**config.mk**
```make
export PLATFORM = sky130hd
export DESIGN_NAME = crc16_bracket_frame_checker_unit
export DESIGN_NICKNAME = d
export VERILOG_FILES = /design/src/rtl/crcbf_pkg.sv /design/src/rtl/crc16_bracket_frame_checker_unit.sv /design/src/rtl/crcbf_parser.sv
export SDC_FILE = /design/constraint.sdc
export NUM_CORES = 1
export LEC_CHECK = 0
export ABC_CLOCK_PERIOD_IN_PS = 9800
export BUFFER_PORTS_ARGS = -buffer_cell sky130_fd_sc_hd__buf_2
export CAP_MARGIN = 20
export CORE_MARGIN = 2
export CORE_UTILIZATION = 63
export CTS_CLUSTER_DIAMETER = 80
export DETAILED_ROUTE_END_ITERATION = 16
export GPL_TIMING_DRIVEN = 0
export PLACE_DENSITY = 0.87
export SETUP_SLACK_MARGIN = 0.3
export SYNTH_ARGS = -nofsm -noshare
export SYNTH_HDL_FRONTEND = slang
export SYNTH_HIERARCHICAL = 1
export SYNTH_SLANG_ARGS = --single-unit
```
**constraint.sdc**
```tcl
create_clock -name clk -period 9.8 [get_ports clk]
set_clock_uncertainty 0.05 [all_clocks]
set_input_delay 0 -clock clk [delete_from_list [all_inputs] [get_ports clk]]
set_output_delay 0 -clock clk [all_outputs]
set_load 0.1 [all_outputs]
```
**src/rtl/crcbf_pkg.sv**
```systemverilog
package crcbf_pkg;

    localparam int LENGTH_BITS = 16;

    localparam logic [1:0] PH_HUNT  = 2'd0;
    localparam logic [1:0] PH_FRAME = 2'd1;
    localparam logic [1:0] PH_HEX   = 2'd2;
    localparam logic [1:0] PH_DONE  = 2'd3;

    localparam logic [1:0] ST_MATCH    = 2'd0;
    localparam logic [1:0] ST_MISMATCH = 2'd1;
    localparam logic [1:0] ST_NON_HEX  = 2'd2;
    localparam logic [1:0] ST_EARLY    = 2'd3;

    localparam logic [15:0] CRC_INIT = 16'hFFFF;
    localparam logic [15:0] CRC_POLY = 16'hA001;
    localparam logic [7:0]  CHAR_OPEN  = 8'h5B;
    localparam logic [7:0]  CHAR_CLOSE = 8'h5D;
    localparam logic [7:0]  CHAR_NUL   = 8'h00;

    localparam logic [LENGTH_BITS-1:0] LEN_MAX = '1;

    localparam int OUT_TDATA_BITS = 56;

    typedef struct packed {
        logic [1:0]  status;
        logic [15:0] computed_crc;
        logic [15:0] received_crc;
        logic [15:0] frame_length;
    } result_t;

    function automatic logic [15:0] crc_byte(input logic [15:0] crc_in, input logic [7:0] b);
        logic [15:0] c;
        c = crc_in ^ {8'h00, b};
        for (int k = 0; k < 8; k++)
        begin
            if (c[0])
                c = (c >> 1) ^ CRC_POLY;
            else
                c = c >> 1;
        end
        return c;
    endfunction

    // bit 4 set for a non-hex character
    function automatic logic [4:0] hex_value(input logic [7:0] c);
        logic [4:0] v;
        if (c >= 8'h30 && c <= 8'h39)
            v = 5'(c - 8'h30);
        else if (c >= 8'h41 && c <= 8'h46)
            v = 5'(c - 8'h41 + 8'd10);
        else if (c >= 8'h61 && c <= 8'h66)
            v = 5'(c - 8'h61 + 8'd10);
        else
            v = 5'd16;
        return v;
    endfunction

    function automatic logic [15:0] length_out(input logic [LENGTH_BITS-1:0] len);
        logic [63:0] wide;
        wide = 64'(len);
        return (wide > 64'hFFFF) ? 16'hFFFF : wide[15:0];
    endfunction

endpackage

```
**src/rtl/crc16_bracket_frame_checker_unit.sv**
```systemverilog
// Checks bracketed text frames carrying a CRC-16/MODBUS trailer. Each input
// beat is one character, with tlast on the last character of a packet. Text
// before '[' is skipped; '[' through the first ']' is run through the CRC
// (reflected 0xA001, init 0xFFFF) and counted, then four hex digits of either
// case give the received CRC. Exactly one result beat comes out per packet:
// status 0 match, 1 mismatch, 2 non-hex character, 3 packet ended early (tlast
// or a zero byte before a verdict). The input is registered, parsed
// combinationally with a byte-wide CRC update, and the result lands in an output
// register, so one character is taken every clock while the output is free or
// being taken; a result beat passes through the input register and then the output register.
module crc16_bracket_frame_checker_unit
(
    input  logic        clk,
    input  logic        rst_n,
    input  logic        s_tvalid,
    output logic        s_tready,
    input  logic [7:0]  s_tdata,    // byte_value
    input  logic        s_tlast,    // end_of_packet
    output logic        m_tvalid,
    input  logic        m_tready,
    output logic [crcbf_pkg::OUT_TDATA_BITS-1:0] m_tdata
    // status[1:0], computed_crc[17:2], received_crc[33:18], frame_length[49:34], zero
);
    import crcbf_pkg::*;

    logic       in_valid_reg;
    logic [7:0] in_byte_reg;
    logic       in_last_reg;

    logic       out_valid_reg;
    result_t    out_data_reg;

    logic       advance;
    logic       fire;
    logic       res_valid;
    result_t    res;

    assign advance  = !out_valid_reg || m_tready;
    assign s_tready = !in_valid_reg || advance;
    assign fire     = in_valid_reg && advance;

    always_ff @(posedge clk or negedge rst_n)
    begin
        if (!rst_n)
            in_valid_reg <= 1'b0;
        else if (s_tready)
            in_valid_reg <= s_tvalid;
    end

    always_ff @(posedge clk)
    begin
        if (s_tvalid && s_tready)
        begin
            in_byte_reg <= s_tdata;
            in_last_reg <= s_tlast;
        end
    end

    crcbf_parser u_parser
    (
        .clk           (clk),
        .rst_n         (rst_n),
        .fire          (fire),
        .byte_value    (in_byte_reg),
        .end_of_packet (in_last_reg),
        .result_valid  (res_valid),
        .result        (res)
    );

    always_ff @(posedge clk or negedge rst_n)
    begin
        if (!rst_n)
            out_valid_reg <= 1'b0;
        else if (advance)
            out_valid_reg <= res_valid;
    end

    always_ff @(posedge clk)
    begin
        if (advance && res_valid)
            out_data_reg <= res;
    end

    assign m_tvalid = out_valid_reg;
    assign m_tdata  = OUT_TDATA_BITS'({out_data_reg.frame_length,
                                       out_data_reg.received_crc,
                                       out_data_reg.computed_crc,
                                       out_data_reg.status});

endmodule

```
**src/rtl/crcbf_parser.sv**
```systemverilog
module crcbf_parser
(
    input  logic                  clk,
    input  logic                  rst_n,
    input  logic                  fire,
    input  logic [7:0]            byte_value,
    input  logic                  end_of_packet,
    output logic                  result_valid,
    output crcbf_pkg::result_t    result
);
    import crcbf_pkg::*;

    logic [1:0]             phase_reg, phase_next;
    logic [15:0]            crc_reg, crc_next;
    logic [15:0]            acc_reg, acc_next;
    logic [2:0]             digits_reg, digits_next;
    logic [LENGTH_BITS-1:0] len_reg, len_next;

    logic       verdict;
    logic [1:0] st;
    logic [4:0] hv;

    always_comb
    begin
        phase_next  = phase_reg;
        crc_next    = crc_reg;
        acc_next    = acc_reg;
        digits_next = digits_reg;
        len_next    = len_reg;
        verdict     = 1'b0;
        st          = ST_MATCH;
        hv          = hex_value(byte_value);

        if (phase_reg != PH_DONE)
        begin
            if (byte_value == CHAR_NUL)
            begin
                verdict = 1'b1;
                st      = ST_EARLY;
            end
            else
            begin
                case (phase_reg)
                    PH_HUNT:
                    begin
                        if (byte_value == CHAR_OPEN)
                        begin
                            crc_next   = crc_byte(CRC_INIT, byte_value);
                            len_next   = LENGTH_BITS'(1);
                            phase_next = PH_FRAME;
                        end
                    end
                    PH_FRAME:
                    begin
                        crc_next = crc_byte(crc_reg, byte_value);
                        if (len_reg != LEN_MAX)
                            len_next = len_reg + LENGTH_BITS'(1);
                        if (byte_value == CHAR_CLOSE)
                        begin
                            phase_next  = PH_HEX;
                            acc_next    = 16'h0000;
                            digits_next = 3'd0;
                        end
                    end
                    default:
                    begin
                        if (hv[4])
                        begin
                            verdict = 1'b1;
                            st      = ST_NON_HEX;
                        end
                        else
                        begin
                            acc_next    = {acc_reg[11:0], hv[3:0]};
                            digits_next = digits_reg + 3'd1;
                            if (digits_next >= 3'd4)
                            begin
                                verdict = 1'b1;
                                st      = (acc_next == crc_reg) ? ST_MATCH : ST_MISMATCH;
                            end
                        end
                    end
                endcase
            end
            if (!verdict && end_of_packet)
            begin
                verdict = 1'b1;
                st      = ST_EARLY;
            end
        end

        result_valid        = fire && verdict;
        result.status       = st;
        result.computed_crc = crc_next;
        result.received_crc = acc_next;
        result.frame_length = length_out(len_next);

        if (end_of_packet)
        begin
            phase_next  = PH_HUNT;
            crc_next    = CRC_INIT;
            acc_next    = 16'h0000;
            digits_next = 3'd0;
            len_next    = '0;
        end
        else if (verdict)
        begin
            phase_next = PH_DONE;
        end
    end

    always_ff @(posedge clk or negedge rst_n)
    begin
        if (!rst_n)
        begin
            phase_reg  <= PH_HUNT;
            crc_reg    <= CRC_INIT;
            acc_reg    <= 16'h0000;
            digits_reg <= 3'd0;
            len_reg    <= '0;
        end
        else if (fire)
        begin
            phase_reg  <= phase_next;
            crc_reg    <= crc_next;
            acc_reg    <= acc_next;
            digits_reg <= digits_next;
            len_reg    <= len_next;
        end
    end

endmodule

```
==> metrics.txt <==
Synth Instances 648; Top FF cell, synth edfxtp_1; Die Width 108 um; Synth top area share a little over a quarter; placed instance area ~0.0073 mm2; share of cells above drive strength 1 a little over a fifth; sequential share of the synthesized area 46.8%; Worst Path Required ~10000 ps; gpl congestion between 0.9 and 1; Buf+Inv Stages, Crit Path 3; Final setup viols 0; DR iter-0 viols ~760; diode count 0; Critical Path, Cell by Cell buf_6 -> inv_1 -> ha_1 -> and3b_1 -> a21oi_2 -> o31ai_1 -> a21oi_1 -> nor2_1 -> nand2_1 -> a21oi_1 -> and2_2 -> buf_12; final net count ~800; Max Clk Rate about 0.26 GHz; # IOs approximately 70; Area Overhead vs Synth 18.7%; wire length per cell between 20 and 25 um; Sink Count around 110; design area approximately 0.008 mm2; full die area roughly 0.012 mm2; Critical-path top delay cell edfxtp_1; HP Class in -> async; CP most frequent cell a21oi_1; leading area contributor after synthesis edfxtp_1; Post-synth EDFFs 59; RSZ-0062 raised after global routing false; status complete, no violations; clock root cell clkbuf_8; Overflow after GRT 0; Critical Path End Type flip-flop; Final TNS setup 0 ps; Die Y 108 um; Worst setup SP type flip-flop; initial antenna violation count 0; Core ar. roughly 0.010 mm2; initial cell density of the core about two thirds; # DRC 0; Routed WL approximately 21,000 um; CTS tree yes; critical path's top delay family simple AND/OR/NAND/NOR gates; Final Hold Viols 0; Vias just over 6k; Worst Path Max Fanout 43; Port Buffers 64; P per Cell Area around 190 mW/mm2; clock-pin slew on the worst setup and hold paths 60 ps; Longest Clk Path Bufs 2; Tot GR Track Use a little under two fifths; Final Slew Violations 0; clk_lat worst skew 530 ps; maximum vdd drop between 100 and 150 uV; Pleak 0.00313 uW; vias in the first global route about 5.8k; CP Class reg -> reg; HPWL after DPL between 10,000 and 15,000 um; commonest cells after routing, fill and taps aside buf_2 (69), edfxtp_1 (59), nand2_1 (56), nor2_1 (42), dfrtp_1 (39); min cycle time layout 3850 ps; Rows 37; Vias/cell approximately 6.8; pin count of the biggest net entering global routing 44; Max-slew headroom 41.5%; Inserted Clock Buffers 17; MaxCap Viol Count 0; leading cell type in the layout, fill and taps excluded buf_2; final hold slack 55.6 ps; Distinct cells, synth 76; Post-CTS Resized 0; global-route wire length before repair 32,600 um; syn avg cell area between 10 and 15 um2; Yosys reg bits 114; mapped cell area 0.00677 mm2; top post-synthesis cells by area edfxtp_1 (26%), dfrtp_1 (14%), dfstp_2 (6.2%); Arr. time, crit path ~4000 ps; Slowest Stage Delay on Critical Path ~460 ps; max reg flops 50; fin crit share ~39%; DRT antenna net count 0; TritonRoute pass-1 iters 5; Post-synth ARST share ~48%; Worst-Margin Slew around 870 ps; Synth warnings 6; H-tree depth 4
## path summary, 6_finish.rpt
kind / slack, ps / cells past startpoint / end / from
max in group asynchronous: 8960 / 3 / u_parser/crc_reg[2]$_DFFE_PN1P_ / rst_n
worst min-delay path: 60 / 2 / u_parser/acc_reg[0]$_DFFE_PN0P_ / rst_n
worst min register to register: 490 / 2 / u_parser/crc_reg[7]$_DFFE_PN1P_ / u_parser/crc_reg[7]$_DFFE_PN1P_
worst max register to register: 5950 / 12 / m_tdata[32]$_DFFE_PP_ / in_byte_reg[3]$_DFFE_PP_
worst max-delay path: 5950 / 12 / m_tdata[32]$_DFFE_PP_ / in_byte_reg[3]$_DFFE_PP_
min in group clk: 130 / 2 / in_byte_reg[5]$_DFFE_PP_ / s_tdata[5]
## stage by stage
step | cells | power [uW] | util, % | setup slack, ps
final | 900 | 1540 | 77.5 | 5950
after global routing | 900 | 1590 | 77.5 | 5830
after CTS | 900 | 1530 | 77.5 | 6080
after detailed placement | 855 | 908 | 70.6 | 6120
after global placement | 853 | 897 | 70.2 | 5020
after floorplan | 653 | 831 | - | 6100
## cells by family (layout without fill, tap and decap cells)
logic type	Yosys count	after routing	share of synthesized area, %
compound gates	202	202	21.8
xor+xnor	44	44	6.45
fa+ha+maj	21	21	3.88
buf+inv	68	179	4.71
flops	114	114	46.8
mux	17	17	2.51
other cells	1	6	0.0554
simple gates	181	181	13.8
## synthesized netlist by cell type, types with 6 or more instances
cell type and number:
edfxtp_1 59, nand2_1 56, nor2_1 42, dfrtp_1 39, a22o_1 37, o21ai_0 35, a21oi_1 34, xnor2_1 28
clkbuf_1 25, inv_1 24, ha_1 21, o22a_1 19, mux2i_1 17, dfstp_2 16, nand3_1 11, xor2_1 11
a31oi_1 9, nand2b_1 8, nand4_1 8, o31ai_1 8, and3_1 7, buf_4 7, a21o_1 6, and4_1 6
nor2b_1 6, o2bb2ai_1 6
## report_power, final
group / switching [uW] / internal (uW)
sequential: 38.6 / 547
combinational: 238 / 93.5
clock: 252 / 370
total: 529 / 1010
## layout make-up
cell class	instances	area, um2
multi-input cells	471	3300
flip-flops and latches	114	3170
fillers	660	2330
repair buffers	79	490
clock buffers	17	414
plain buffers	43	225
clock inverters	15	170
well taps	136	170
inverters	25	93.8
## worst register-to-register path, delay by kind of cell (launching register included)
kind,cells,cell delay (ps)
adder cells (fa/ha/maj),1,280
AND/OR/NAND/NOR,4,1050
buffers and inverters,3,710
flip-flops,1,460
AO/OA/AOI/OAI,4,950
## timing repair
action                                 CTS  global route
setup buffers                            0             0
hold buffers                            13             0
endpoints found under the hold margin   59             0
## metal layers
metal | wire length (um) | track usage, % | up-vias
met3 | 2360 | 6.48 | 91
met1 | 8380 | 53.9 | 2902
met4 | 845 | 18.7 | 0
met2 | 9610 | 57.0 | 514
met5 | 0 | 0 | -
li1 | - | - | 2630
Power figures use the tool's default switching activity.
